<file path="config.mk">
export PLATFORM = sky130hd
export DESIGN_NAME = usb_pd_sink_negotiator
export DESIGN_NICKNAME = d
export VERILOG_FILES = /design/src/usbpd_pkg.sv /design/src/usbpd_front.sv /design/src/usbpd_queue.sv /design/src/usbpd_back.sv /design/src/usb_pd_sink_negotiator.sv
export SDC_FILE = /design/constraint.sdc
export NUM_CORES = 1
export LEC_CHECK = 0
export BUFFER_PORTS_ARGS = -buffer_cell sky130_fd_sc_hd__buf_4
export CORE_AREA = 4 4 205 207
export DETAILED_ROUTE_END_ITERATION = 12
export DIE_AREA = 0 0 209 211
export GPL_TIMING_DRIVEN = 0
export PLACE_DENSITY = 0.57
export SLEW_MARGIN = 40
export SYNTH_ARGS = -nofsm -noshare
export SYNTH_HDL_FRONTEND = slang
export SYNTH_SLANG_ARGS = --single-unit
export TNS_END_PERCENT = 50
</file>
<file path="constraint.sdc">
create_clock -name clk -period 6.35 [get_ports clk]
set_input_delay 0.3175 -clock clk [delete_from_list [all_inputs] [get_ports clk]]
set_output_delay 0.3175 -clock clk [all_outputs]
set_load 0.02 [all_outputs]
</file>
<file path="src/usbpd_pkg.sv">
package usbpd_pkg;

    localparam int MAX_PDOS_DEF = 7;
    localparam logic [3:0] DEBOUNCE_RESET = 4'd10;
    localparam logic [1:0] REV_RESET = 2'd2;

    // Message types
    localparam logic [4:0] MSG_GOODCRC = 5'd1;
    localparam logic [4:0] MSG_REQUEST = 5'd2;
    localparam logic [4:0] MSG_ACCEPT  = 5'd3;
    localparam logic [4:0] MSG_REJECT  = 5'd4;
    localparam logic [4:0] MSG_PS_RDY  = 5'd6;
    localparam logic [4:0] MSG_SRC_CAP = 5'd1;

    // Item operation codes
    localparam logic [1:0] OP_POLL  = 2'd0;
    localparam logic [1:0] OP_RX    = 2'd1;
    localparam logic [1:0] OP_TXDON = 2'd2;
    localparam logic [1:0] OP_RESET = 2'd3;

    // Configuration register indexes
    localparam logic [1:0] CFG_DEBOUNCE = 2'd0;
    localparam logic [1:0] CFG_REQ_IDX  = 2'd1;
    localparam logic [1:0] CFG_REQ_VOLT = 2'd2;

    // Engine state codes as reported on the output
    localparam logic [2:0] ST_IDLE    = 3'd0;
    localparam logic [2:0] ST_CABLE   = 3'd1;
    localparam logic [2:0] ST_CAPS    = 3'd2;
    localparam logic [2:0] ST_WACCEPT = 3'd3;
    localparam logic [2:0] ST_WREADY  = 3'd4;
    localparam logic [2:0] ST_READY   = 3'd5;

    typedef struct packed {
        logic [1:0]  op;
        logic        cc1_active;
        logic        cc2_active;
        logic [31:0] rx_word;
        logic        rx_first;
        logic        rx_last;
        logic        rx_frame_ok;
    } in_item_t;

    typedef struct packed {
        logic        tx_valid;
        logic [31:0] tx_word;
        logic        tx_last;
        logic [2:0]  engine_state;
        logic        cc_line_select;
        logic        drive_enable;
        logic        power_ready;
        logic        request_error;
    } out_item_t;

    // Status snapshot the front hands to the back part
    typedef struct packed {
        logic [2:0] state;
        logic       sel_cc;
        logic       driving;
        logic       req_err;
    } status_t;

    // Classified command in the queue: up to two words to send
    typedef struct packed {
        logic [1:0]  nwords;
        logic [31:0] word0;
        logic [31:0] word1;
        status_t     status;
    } cmd_t;

endpackage

</file>
<file path="src/usbpd_front.sv">
module usbpd_front #(
    parameter int MAX_PDOS = usbpd_pkg::MAX_PDOS_DEF
) (
    input  logic               clk,
    input  logic               rst_n,
    input  logic               cfg_we,
    input  logic [1:0]         cfg_index,
    input  logic [7:0]         cfg_data,
    input  logic               item_valid,
    input  usbpd_pkg::in_item_t item,
    output logic               item_take,
    input  logic               q_full,
    output logic               cmd_push,
    output usbpd_pkg::cmd_t    cmd
);

    typedef enum logic [5:0] {
        S_IDLE    = 6'b000001,
        S_CABLE   = 6'b000010,
        S_CAPS    = 6'b000100,
        S_WACCEPT = 6'b001000,
        S_WREADY  = 6'b010000,
        S_READY   = 6'b100000
    } fsm_t;

    fsm_t        state_reg, state_next;
    logic [3:0]  limit_reg;
    logic [2:0]  ridx_reg;
    logic [7:0]  rvolt_reg;
    logic [3:0]  dcount_reg, dcount_next;
    logic [1:0]  lastcc_reg, lastcc_next;
    logic [1:0]  rev_reg, rev_next;
    logic [2:0]  pcount_reg, pcount_next;
    logic [2:0]  txid_reg, txid_next;
    logic        rdone_reg, rdone_next;
    logic        selcc_reg, selcc_next;
    logic [15:0] hdr_reg, hdr_next;
    logic [2:0]  wpos_reg, wpos_next;
    logic        fvalid_reg, fvalid_next;
    logic        drv_reg, drv_next;
    logic [31:0] pdo_mem [MAX_PDOS];

    // Request build: registered PDO read, from which the RDO is formed
    logic        rq_pend_reg;
    logic [31:0] rq_pdo_reg;

    logic        pdo_we;
    logic [2:0]  pdo_wa;
    logic [2:0]  state_code;
    logic [1:0]  line;
    logic [3:0]  dcnt_tmp;
    logic        have;
    logic [4:0]  h_type;
    logic [2:0]  h_ndo;
    logic [2:0]  h_id;
    logic        h_ext;
    logic        reply;
    logic        start_req;
    logic [7:0]  vmin;
    logic [7:0]  vmax;
    logic [7:0]  v;
    logic [11:0] v5;
    logic [31:0] rdo;
    logic [9:0]  cur;
    logic [2:0]  maxp;

    assign maxp = 3'(MAX_PDOS);

    always_comb
    begin
        case (state_reg)
            S_IDLE:    state_code = usbpd_pkg::ST_IDLE;
            S_CABLE:   state_code = usbpd_pkg::ST_CABLE;
            S_CAPS:    state_code = usbpd_pkg::ST_CAPS;
            S_WACCEPT: state_code = usbpd_pkg::ST_WACCEPT;
            S_WREADY:  state_code = usbpd_pkg::ST_WREADY;
            S_READY:   state_code = usbpd_pkg::ST_READY;
            default:   state_code = usbpd_pkg::ST_IDLE;
        endcase
    end

    // Stall while a request is being built or the queue is full
    assign item_take = item_valid && !q_full && !rq_pend_reg;

    // Form the RDO from the registered PDO
    always_comb
    begin
        vmin = rq_pdo_reg[15:8];
        vmax = rq_pdo_reg[24:17];
        v = rvolt_reg;
        if (v > vmax) v = vmax;
        if (v < vmin) v = vmin;
        v5 = 12'(({4'd0, v} << 2) + {4'd0, v});
        cur = rq_pdo_reg[9:0];
        rdo = {1'b0, ridx_reg + 3'd1, 4'b0011, 24'd0};
        if (rq_pdo_reg[31:30] == 2'b11 && rq_pdo_reg[29:28] == 2'b00)
            rdo = rdo | {11'd0, v5, 9'd0} | {25'd0, rq_pdo_reg[6:0]};
        else
            rdo = rdo | {22'd0, cur} | {12'd0, cur, 10'd0};
    end

    always_comb
    begin
        state_next  = state_reg;
        dcount_next = dcount_reg;
        lastcc_next = lastcc_reg;
        rev_next    = rev_reg;
        pcount_next = pcount_reg;
        txid_next   = txid_reg;
        rdone_next  = rdone_reg;
        selcc_next  = selcc_reg;
        hdr_next    = hdr_reg;
        wpos_next   = wpos_reg;
        fvalid_next = fvalid_reg;
        drv_next    = drv_reg;
        pdo_we      = 1'b0;
        pdo_wa      = wpos_reg;
        cmd_push    = 1'b0;
        cmd         = '0;
        start_req   = 1'b0;
        line        = 2'd0;
        dcnt_tmp    = dcount_reg;
        have        = 1'b0;
        reply       = 1'b1;
        h_type      = hdr_reg[4:0];
        h_ndo       = hdr_reg[14:12];
        h_id        = hdr_reg[11:9];
        h_ext       = hdr_reg[15];

        if (rq_pend_reg)
        begin
            // Emit the two-word request
            cmd_push = 1'b1;
            cmd.nwords = 2'd2;
            cmd.word0 = {19'd0, 1'b1, txid_reg, 1'b0, rev_reg, 1'b0, usbpd_pkg::MSG_REQUEST};
            cmd.word1 = rdo;
            cmd.status = '{state: state_code, sel_cc: selcc_reg, driving: drv_reg,
                           req_err: 1'b0};
        end
        else if (item_take)
        begin
            case (item.op)
                usbpd_pkg::OP_POLL:
                begin
                    if (state_reg == S_IDLE)
                    begin
                        line = item.cc1_active ? 2'd1 : (item.cc2_active ? 2'd2 : 2'd0);
                        if (line == 2'd0)
                        begin
                            dcount_next = 4'd0;
                            lastcc_next = 2'd0;
                        end
                        else
                        begin
                            if (lastcc_reg != line)
                            begin
                                lastcc_next = line;
                                dcnt_tmp = 4'd0;
                            end
                            else if (dcount_reg != 4'd15)
                                dcnt_tmp = dcount_reg + 4'd1;
                            dcount_next = dcnt_tmp;
                            if (dcnt_tmp > limit_reg)
                            begin
                                selcc_next = (line == 2'd2);
                                dcount_next = 4'd0;
                                state_next = S_CABLE;
                            end
                        end
                    end
                    else if (state_reg == S_CAPS && rdone_reg)
                    begin
                        state_next = S_WACCEPT;
                        if (ridx_reg >= pcount_reg || ridx_reg >= maxp)
                        begin
                            cmd_push = 1'b1;
                            cmd.nwords = 2'd0;
                            cmd.status = '{state: usbpd_pkg::ST_WACCEPT, sel_cc: selcc_reg,
                                           driving: drv_reg, req_err: 1'b1};
                        end
                        else
                        begin
                            start_req = 1'b1;
                            drv_next = 1'b1;
                        end
                    end
                end
                usbpd_pkg::OP_RX:
                begin
                    if (state_reg != S_IDLE)
                    begin
                        if (item.rx_first)
                        begin
                            hdr_next = item.rx_word[15:0];
                            wpos_next = 3'd0;
                            fvalid_next = item.rx_frame_ok;
                            have = item.rx_frame_ok;
                        end
                        else if (fvalid_reg)
                        begin
                            have = 1'b1;
                            if (!hdr_reg[15] && h_ndo != 3'd0 && h_type == usbpd_pkg::MSG_SRC_CAP
                                && wpos_reg < maxp && wpos_reg < h_ndo)
                                pdo_we = 1'b1;
                            if (wpos_reg != 3'd7)
                                wpos_next = wpos_reg + 3'd1;
                        end
                        if (have && item.rx_last)
                        begin
                            h_type = hdr_next[4:0];
                            h_ndo  = hdr_next[14:12];
                            h_id   = hdr_next[11:9];
                            h_ext  = hdr_next[15];
                            fvalid_next = 1'b0;
                            if (!h_ext)
                            begin
                                if (h_ndo == 3'd0)
                                begin
                                    if (h_type == usbpd_pkg::MSG_GOODCRC)
                                    begin
                                        if (h_id == txid_reg)
                                            txid_next = txid_reg + 3'd1;
                                        reply = 1'b0;
                                        rdone_next = 1'b1;
                                    end
                                    else if (h_type == usbpd_pkg::MSG_ACCEPT)
                                        state_next = S_WREADY;
                                    else if (h_type == usbpd_pkg::MSG_REJECT)
                                        state_next = S_CAPS;
                                    else if (h_type == usbpd_pkg::MSG_PS_RDY)
                                        state_next = S_READY;
                                end
                                else if (h_type == usbpd_pkg::MSG_SRC_CAP)
                                begin
                                    state_next = S_CAPS;
                                    pcount_next = (h_ndo > maxp) ? maxp : h_ndo;
                                    rev_next = hdr_next[7:6];
                                end
                            end
                            if (reply)
                            begin
                                rdone_next = 1'b0;
                                drv_next = 1'b1;
                            end
                        end
                    end
                end
                usbpd_pkg::OP_TXDON:
                begin
                    drv_next = 1'b0;
                    rdone_next = 1'b1;
                end
                default:
                begin
                    state_next  = S_IDLE;
                    dcount_next = 4'd0;
                    lastcc_next = 2'd0;
                    rev_next    = usbpd_pkg::REV_RESET;
                    pcount_next = 3'd0;
                    txid_next   = 3'd0;
                    rdone_next  = 1'b0;
                    selcc_next  = 1'b0;
                    hdr_next    = 16'd0;
                    wpos_next   = 3'd0;
                    fvalid_next = 1'b0;
                    drv_next    = 1'b0;
                end
            endcase
            // Status or GoodCRC for all non-request items
            if (!start_req && !cmd_push)
            begin
                cmd_push = 1'b1;
                if (item.op == usbpd_pkg::OP_RX && have && item.rx_last && reply)
                begin
                    cmd.nwords = 2'd1;
                    cmd.word0 = {20'd0, h_id, 1'b0, rev_next, 1'b0, usbpd_pkg::MSG_GOODCRC};
                end
                else
                    cmd.nwords = 2'd0;
                cmd.status = '{state: 3'd0, sel_cc: selcc_next, driving: drv_next,
                               req_err: 1'b0};
                case (state_next)
                    S_IDLE:    cmd.status.state = usbpd_pkg::ST_IDLE;
                    S_CABLE:   cmd.status.state = usbpd_pkg::ST_CABLE;
                    S_CAPS:    cmd.status.state = usbpd_pkg::ST_CAPS;
                    S_WACCEPT: cmd.status.state = usbpd_pkg::ST_WACCEPT;
                    S_WREADY:  cmd.status.state = usbpd_pkg::ST_WREADY;
                    S_READY:   cmd.status.state = usbpd_pkg::ST_READY;
                    default:   cmd.status.state = usbpd_pkg::ST_IDLE;
                endcase
            end
        end
    end

    // Hold control state and configuration
    always_ff @(posedge clk or negedge rst_n)
    begin
        if (!rst_n)
        begin
            state_reg   <= S_IDLE;
            limit_reg   <= usbpd_pkg::DEBOUNCE_RESET;
            ridx_reg    <= 3'd0;
            rvolt_reg   <= 8'd0;
            dcount_reg  <= 4'd0;
            lastcc_reg  <= 2'd0;
            rev_reg     <= usbpd_pkg::REV_RESET;
            pcount_reg  <= 3'd0;
            txid_reg    <= 3'd0;
            rdone_reg   <= 1'b0;
            selcc_reg   <= 1'b0;
            hdr_reg     <= 16'd0;
            wpos_reg    <= 3'd0;
            fvalid_reg  <= 1'b0;
            drv_reg     <= 1'b0;
            rq_pend_reg <= 1'b0;
        end
        else
        begin
            state_reg   <= state_next;
            dcount_reg  <= dcount_next;
            lastcc_reg  <= lastcc_next;
            rev_reg     <= rev_next;
            pcount_reg  <= pcount_next;
            txid_reg    <= txid_next;
            rdone_reg   <= rdone_next;
            selcc_reg   <= selcc_next;
            hdr_reg     <= hdr_next;
            wpos_reg    <= wpos_next;
            fvalid_reg  <= fvalid_next;
            drv_reg     <= drv_next;
            rq_pend_reg <= start_req;
            if (cfg_we)
            begin
                case (cfg_index)
                    usbpd_pkg::CFG_DEBOUNCE: limit_reg <= cfg_data[3:0];
                    usbpd_pkg::CFG_REQ_IDX:  ridx_reg  <= cfg_data[2:0];
                    usbpd_pkg::CFG_REQ_VOLT: rvolt_reg <= cfg_data;
                    default: ;
                endcase
            end
        end
    end

    // PDO store with registered read
    always_ff @(posedge clk)
    begin
        if (pdo_we)
            pdo_mem[pdo_wa] <= item.rx_word;
        if (start_req)
            rq_pdo_reg <= pdo_mem[ridx_reg];
    end

endmodule

</file>
<file path="src/usbpd_queue.sv">
module usbpd_queue (
    input  logic            clk,
    input  logic            rst_n,
    input  logic            push,
    input  usbpd_pkg::cmd_t din,
    output logic            full,
    input  logic            pop,
    output logic            not_empty,
    output usbpd_pkg::cmd_t dout
);

    usbpd_pkg::cmd_t mem_reg [2];
    logic            wp_reg;
    logic            rp_reg;
    logic [1:0]      cnt_reg;

    assign full = (cnt_reg == 2'd2);
    assign not_empty = (cnt_reg != 2'd0);
    assign dout = mem_reg[rp_reg];

    // Advance pointers and count
    always_ff @(posedge clk or negedge rst_n)
    begin
        if (!rst_n)
        begin
            wp_reg  <= 1'b0;
            rp_reg  <= 1'b0;
            cnt_reg <= 2'd0;
        end
        else
        begin
            if (push)
                wp_reg <= ~wp_reg;
            if (pop)
                rp_reg <= ~rp_reg;
            cnt_reg <= cnt_reg + {1'b0, push} - {1'b0, pop};
        end
    end

    // Store entries
    always_ff @(posedge clk)
    begin
        if (push)
            mem_reg[wp_reg] <= din;
    end

endmodule

</file>
<file path="src/usbpd_back.sv">
module usbpd_back (
    input  logic                 clk,
    input  logic                 rst_n,
    input  logic                 cmd_valid,
    input  usbpd_pkg::cmd_t      cmd,
    output logic                 cmd_pop,
    output logic                 out_valid,
    output usbpd_pkg::out_item_t out_item,
    input  logic                 out_stall
);

    logic                 oval_reg;
    usbpd_pkg::out_item_t obuf_reg, obuf_next;
    logic                 sec_reg;
    logic                 load;

    assign out_valid = oval_reg;
    assign out_item = obuf_reg;
    assign load = cmd_valid && (!oval_reg || !out_stall);
    assign cmd_pop = load && (cmd.nwords != 2'd2 || sec_reg);

    // Pick the word for the next transaction
    always_comb
    begin
        obuf_next.tx_valid = (cmd.nwords != 2'd0);
        obuf_next.tx_word = (cmd.nwords == 2'd0) ? 32'd0 : (sec_reg ? cmd.word1 : cmd.word0);
        obuf_next.tx_last = (cmd.nwords != 2'd2) || sec_reg;
        obuf_next.engine_state = cmd.status.state;
        obuf_next.cc_line_select = cmd.status.sel_cc;
        obuf_next.drive_enable = cmd.status.driving;
        obuf_next.power_ready = (cmd.status.state == usbpd_pkg::ST_READY);
        obuf_next.request_error = cmd.status.req_err;
    end

    always_ff @(posedge clk or negedge rst_n)
    begin
        if (!rst_n)
        begin
            oval_reg <= 1'b0;
            sec_reg  <= 1'b0;
        end
        else
        begin
            if (load)
            begin
                oval_reg <= 1'b1;
                sec_reg  <= (cmd.nwords == 2'd2) && !sec_reg;
            end
            else if (!out_stall)
                oval_reg <= 1'b0;
        end
    end

    // Output payload register
    always_ff @(posedge clk)
    begin
        if (load)
            obuf_reg <= obuf_next;
    end

endmodule

</file>
<file path="src/usb_pd_sink_negotiator.sv">
// USB PD sink negotiator. Items enter on in_valid/in_stall and are classified by a front
// stage that holds the protocol state and the 7-entry PDO store; results go through a
// two-entry queue to an output stage that emits one transaction per cycle while out_stall
// is low. A poll that sends a Request stalls the input while the RDO is formed from the
// registered PDO store read, and the Request's two words leave as separate transactions.
// A result is registered in the queue and then in the output register. Config writes are
// taken at any time but must only occur while the block is idle.
module usb_pd_sink_negotiator #(
    parameter int MAX_PDOS = usbpd_pkg::MAX_PDOS_DEF
) (
    input  logic                 clk,
    input  logic                 rst_n,
    input  logic                 cfg_we,
    input  logic [1:0]           cfg_index,
    input  logic [7:0]           cfg_data,
    input  logic                 in_valid,
    output logic                 in_stall,
    input  usbpd_pkg::in_item_t  in_data,
    output logic                 out_valid,
    input  logic                 out_stall,
    output usbpd_pkg::out_item_t out_data
);

    logic            take;
    logic            q_full;
    logic            push;
    usbpd_pkg::cmd_t cmd_in;
    logic            q_ne;
    logic            pop;
    usbpd_pkg::cmd_t cmd_out;

    assign in_stall = !take;

    usbpd_front #(.MAX_PDOS(MAX_PDOS)) u_front (
        .clk(clk), .rst_n(rst_n),
        .cfg_we(cfg_we), .cfg_index(cfg_index), .cfg_data(cfg_data),
        .item_valid(in_valid), .item(in_data), .item_take(take),
        .q_full(q_full), .cmd_push(push), .cmd(cmd_in)
    );

    usbpd_queue u_queue (
        .clk(clk), .rst_n(rst_n),
        .push(push), .din(cmd_in), .full(q_full),
        .pop(pop), .not_empty(q_ne), .dout(cmd_out)
    );

    usbpd_back u_back (
        .clk(clk), .rst_n(rst_n),
        .cmd_valid(q_ne), .cmd(cmd_out), .cmd_pop(pop),
        .out_valid(out_valid), .out_item(out_data), .out_stall(out_stall)
    );

    // A stalled result must hold
    a_hold: assert property (@(posedge clk) disable iff (!rst_n)
        out_valid && out_stall |=> out_valid && $stable(out_data))
        else $error("output changed under stall");

    // Power ready only in ready state
    a_rdy: assert property (@(posedge clk) disable iff (!rst_n)
        out_valid |-> (out_data.power_ready == (out_data.engine_state == usbpd_pkg::ST_READY)))
        else $error("power_ready mismatch");

    // Never push into a full queue unless it pops in the same cycle
    a_q: assert property (@(posedge clk) disable iff (!rst_n)
        !(push && q_full && !pop))
        else $error("queue overflow");

endmodule
</file>
* Word level (Yosys, flattened, before mapping)
Memory sizes are Yosys's and may differ from the RTL's. A register that Yosys moved wholly into a read port is not among the register bits. Cells that the tools add are included.
Word-level totals: flip-flop bits (word level) 104, memory bits (writable) 368, input bits 54, output and inout port bits 43, logic and storage cells 316, memories 2
Memories:
- u_front.pdo_mem | depth 7, bits a word 32, read ports 1, clocked after memory_dff 1, wr ports 1, RTL line usbpd_front.sv:41 | logic [31:0] pdo_mem [MAX_PDOS];
- u_queue.mem_reg | depth 2, bits a word 72, read ports 1, clocked after memory_dff 0, wr ports 1, RTL line usbpd_queue.sv:12 | usbpd_pkg::cmd_t mem_reg [2];
Operators by class: add/subtract/negate cells 7, $lt $le $gt $ge 8, equality and inequality tests 47, mux-type cells 162, bitwise gates (word level) 10, reduce and logical (&&, ||, !) cells 51
Operators with widths (number):
- $mux 6 | 21
- $mux 34 | 3
- $mux 16 | 6
- $mux 32 | 3
- $mux 1 | 72
- $mux 3 | 19
- $mux 4 | 10
- $or 32x20->32 | 1
- $or 32x7->32 | 1
- $pmux 16 s2 | 1
- $or 31x10->31 | 1
- $or 31x21->31 | 1
- $pmux 3 s5 | 2
- $mux 2 | 10
- $pmux 3 s2 | 3
- $pmux 6 s3 | 1
- $logic_and 1x1->1 | 16
- $mux 8 | 2
- $reduce_and 8->1 | 2
- $ne 3x2->1 const B | 5
- $ne 2x1->1 const B | 7
- $eq 2x2->1 const B | 6
- $eq 6x2->1 const B | 2
- $eq 6x3->1 const B | 2
- other kinds (48) | 88

* Longest topological paths before layout
depth after elaboration 25, gate-level depth with buffers 28, depth with buffers taken out 26

* Modules after synthesis
A second synthesis with hierarchy kept.
Unflattened totals: cells, all modules 1409, area, all modules 21325.5 um^2
Modules (own cells, without submodules):
- usbpd_front | times used 1, cells each 1045, area each 13696.9 um^2, seq. area each 8157.8 um^2
- usbpd_queue | times used 1, cells each 239, area each 5744.3 um^2, seq. area each 4424.2 um^2
- usbpd_back | times used 1, cells each 124, area each 1880.6 um^2, seq. area each 1281.2 um^2
- usb_pd_sink_negotiator | times used 1, cells each 1, area each 3.8 um^2, seq. area each 0.0 um^2

* Worst setup path after synthesis
No wires, ideal clock.
path kind register to register, from reg u_front.rvolt_reg[7], to mem u_queue.mem_reg[0][23] in the netlist's numbering, data pin, library setup time 0.263 ns, arrival 5.376 ns, data required time 6.087 ns, setup slack 0.710 ns, cell stages (with the launch flop) 25, path buffers 3, period minus slack after synthesis 5.640 ns, cells stage by stage dfrtp_1 -> ha_1 -> a41o_1 -> a21oi_1 -> nor2_1 -> a21oi_1 -> clkbuf_1 -> mux2_2 -> ha_1 -> a21oi_1 -> o21ai_1 -> or4b_1 -> o31a_1 -> buf_2 -> o21ai_0 -> ha_1 -> clkbuf_1 -> a21oi_1 -> o22ai_1 -> mux2i_1 -> mux2i_1 -> a31oi_1 -> maj3_1 -> xnor2_1 -> o21bai_1
RTL lines:
- from (decl) | RTL line usbpd_front.sv:29 | logic [7:0] rvolt_reg;
- from (signal assigned) | RTL line usbpd_front.sv:337 | usbpd_pkg::CFG_REQ_VOLT: rvolt_reg <= cfg_data;
- to (decl) | RTL line usbpd_queue.sv:12

==> results.cfg <==
[outcome]
result_of_the_run = finished, final reports clean

[critical_path]
crit_slowest_cell = or4b_1
biggest_fanout_along_the_worst_timing_path = 10
cpLargestDelayFamily = adder cells
data_arrival_critical_path_ns = 6.32
timing.critical_path.from_type = flop
cpPeakStageDelay_ns = 0.54
worstPathBufferInverterCount = 2
r2r_start = u_front.rvolt_reg[6]
path_class = flop to flop
worst_setup_path_end_kind = flop
crit_path_cell_trace = ha_1, nand4_1, nor2_1, nor2_1, a21oi_2, buf_4, mux2_2, ha_1, a21oi_1, o21ai_1, or4b_1, o31a_1, buf_4, mux2i_4, nor2_2, fa_2, nand2_1, o22ai_1, mux2i_1, mux2i_1, a31oi_2, maj3_1, xnor2_1, o21bai_1
worst_setup_path_startpoint = u_front.rvolt_reg[6]
required_time_of_the_worst_setup_path_ns = 6.64

[synth]
count_of_flip_flops_with_a_built_in_enable_after_synthesis = 329
synth_top_flop_cell = edfxtp_1
synthMostInstantiatedCell = edfxtp_1
yosysWarnings = 0
synthesis.area_mm2 = 0.01746
synth.ff_latch_count = 392
synthAdderAreaFrac_pct = 2.896
netlist_instances = 1214
synth.yosys.seq_area_share_pct = 65.65
synthXorXnorAreaFrac_pct = 1.254
combinational_family_with_the_most_area_after_synthesis = multiplexers
ys_types = 87
synth.avg_cell_area_um2 = 14.38
synth-compound-area-share_pct = 8.271
yosysTopAreaCell = edfxtp_1
yosys.area.top_type_share_pct = 56.59
post_synth_and_or_nand_nor_area_fraction_pct = 7.856
synthArstFlopShare_pct = 16.07
synth_mux_area_share_pct = 11.68
synth.top_cells.by_count = edfxtp_1 (329), nand2_1 (108), o21ai_0 (69)
yosys-top-cells-area = edfxtp_1 (57%), dfrtp_1 (8.5%), mux4_2 (4.3%)

[power_and_ir_drop]
sequentialPowerShare_pct = 43.9
cell_internal_pwr_w = 0.005337
clkPwrFrac_pct = 32.5
power.net_switching_w = 0.002104
powerDensity_mw_per_mm2 = 356.1
vdd_ir_drop_max_v = 0.0001957
pleak_nw = 7.777
comb_power_share_pct = 23.7
switching_share_pct = 28.27
total_power_w = 0.007440

[sta]
max_clock_freq_mhz = 165.7
slew_headroom_pct = 43.20
period_needed_ns = 6.034
finClkSkew_ns = 0.01845
tightestPinTransition_ns = 0.8520
finalSetupViolCount = 0
layout_setup_ws_ns = 0.3159
final.period_utilization_pct = 95.03
timing_hold_violations_final = 0
report.final.slew_viol_count = 0

[detailed_routing]
route.top_layer_used = met4
ant_nets = 0
routed_via_density = 5.284
wl_met1_mm = 17.88
drc = 0
postRouteWirelength_mm = 39.20
dr_total_vias = 10377
avgRoutedWirePerCell_um = 19.96
detailedRoute.firstIterationViolations = 724
met3_wire_length_mm = 1.837
detailedRoute.firstPassIterationCount = 5
met2_layer_wire_length_in_the_routed_design_mm = 18.69

[worst_hold_path]
timing.hold.worst.start = in_data[10]
worst_hold_path_type = primary input to flop

[placement]
port_buffers = 85
pre_cts_worst_setup_slack_ns = -0.3470
gp_routability_congestion = 0.8336
dpl-instance-area_mm2 = 0.01921
hpwlAfterDp_mm = 27.61

[layout]
design_area_final_mm2 = 0.02089
flow.area_growth_from_synthesis_pct = 19.68
post_layout_utilization_of_the_core_pct = 51.75
number_of_flip_flops_under_the_largest_register_name = 196
finish.net_count = 1494
num_antenna_cells = 0
fraction_of_final_layout_cells_with_drive_strength_greater_than_1_pct = 22.49

[clock_tree]
worstSkewPairLatency_ns = 0.55
cts_root_buffer = clkbuf_16
cts_buffer_depth = 3
cts.clk_slew.worst_paths_ns = 0.06
ctsHtreeMaxLevel = 2
clk_sink_count = 392
cts_buffers = 42
tritoncts = yes

[die]
dieArea_mm2 = 0.04410
io-pin-count = 97
core-area_mm2 = 0.04037
die_h_um = 211
die_width_um = 209
initial_utilization_pct = 43.24
row_count = 74

[global_route]
maximum_number_of_pins_on_one_net_before_global_route_repair = 64
grt-ovfl-total = 0
groute.usage.overall_pct = 17.81
grt_pass1_vias = 10450
antenna_violations_before_repair = 0
grt_first_pass_wirelength_mm = 60.97

[job]
max_cap_viol = 0
cells in the final DEF (no fill, tap or decap), drive strengths merged, types with 12 or more instances in the layout:
master and count:
dlygate4sd3 23, mux2i 66, xnor2 19, ha 38
dfrtp 59, o21ai 76, a21oi 39, nand2 109
mux4 33, clkbuf 94, nor2 64, edfxtp 329
nor3 16, and2 17, a31oi 15, inv 44
mux2 56, a22o 18, clkinv 13, nand3 12
buf 133
cell type report:
cell class,count,area [um^2]
plain buffers,55,256.5
clock buffers,57,1159
flip-flops and latches,392,11460
multi-input cells,728,5739
well taps,532,665.6
repair buffers,138,1252
clock inverters,18,193.9
fillers,3427,19480
inverters,44,165.2
per-stage QoR:
step                hold WS, ns  setup TNS [ns]  std cells
finish                  0.02983               0       1964
global route           0.004736         -0.1985       1964
CTS                    0.005097               0       1959
detailed placement       0.3666          -1.236       1862
global placement         0.4486          -31.27       1837
floorplan               0.02191               0       1220
timing repair:
action | 4_1_cts | 5_1_grt
hold buffers | 23 | 0
hold endpoints to repair | 165 | 0
buffers inserted | 0 | 5
pin swaps | 0 | 3
gates resized for setup | 3 | 18
setup endpoints to repair | 4 | 4
worst register-to-register path, stage by stage, from the launching register on:
cell and delay (ns):
dfrtp_1 0.45, ha_1 0.35, nand4_1 0.13, nor2_1 0.22, nor2_1 0.11, a21oi_2 0.17, buf_4 0.18, mux2_2 0.39
ha_1 0.33, a21oi_1 0.17, o21ai_1 0.13, or4b_1 0.54, o31a_1 0.34, buf_4 0.22, mux2i_4 0.22, nor2_2 0.14
fa_2 0.27, nand2_1 0.13, o22ai_1 0.19, mux2i_1 0.10, mux2i_1 0.24, a31oi_2 0.09, maj3_1 0.37, xnor2_1 0.18
o21bai_1 0.13
logic make-up after synthesis:
| kind of cell | after synthesis |
|---|---|
| AOI/OAI and AO/OA | 217 |
| muxes | 155 |
| other | 1 |
| and+or+nand+nor | 284 |
| DFF | 392 |
| buffers and inverters | 100 |
| adders and majority gates | 40 |
| xor gates and xnor gates | 25 |
layer usage:
layer  GRT usage [%]  vias up
li1                -     4975
met1           24.99     5119
met2           28.90      229
met4           4.523        0
met3           3.579       54
met5               0        -
worst paths after layout:
check | slack, ns | depth (start not counted) | end
min in group asynchronous | 0.32 | 2 | u_back.out_valid
worst max-delay path | 0.32 | 24 | u_queue.mem_reg[0][23]
worst min register to register | 0.47 | 2 | u_front.hdr_reg[7]
max in group asynchronous | 5.54 | 2 | u_front.hdr_reg[15]
worst max register to register | 0.32 | 24 | u_queue.mem_reg[0][23]
worst min-delay path | 0.03 | 1 | u_front.pdo_mem[2][7]
power by group through the flow:
stage	logic, W	registers (W)	clock network [W]
5_1_grt	0.00194	0.00329	0.00259
3_3_place_gp	0.00167	0.00333	0
4_1_cts	0.00175	0.00327	0.00248
6_report	0.00176	0.00326	0.00242
3_5_place_dp	0.00173	0.00332	0
2_1_floorplan	0.00102	0.00342	0
Note: power is estimated with default switching activity, not from simulation.
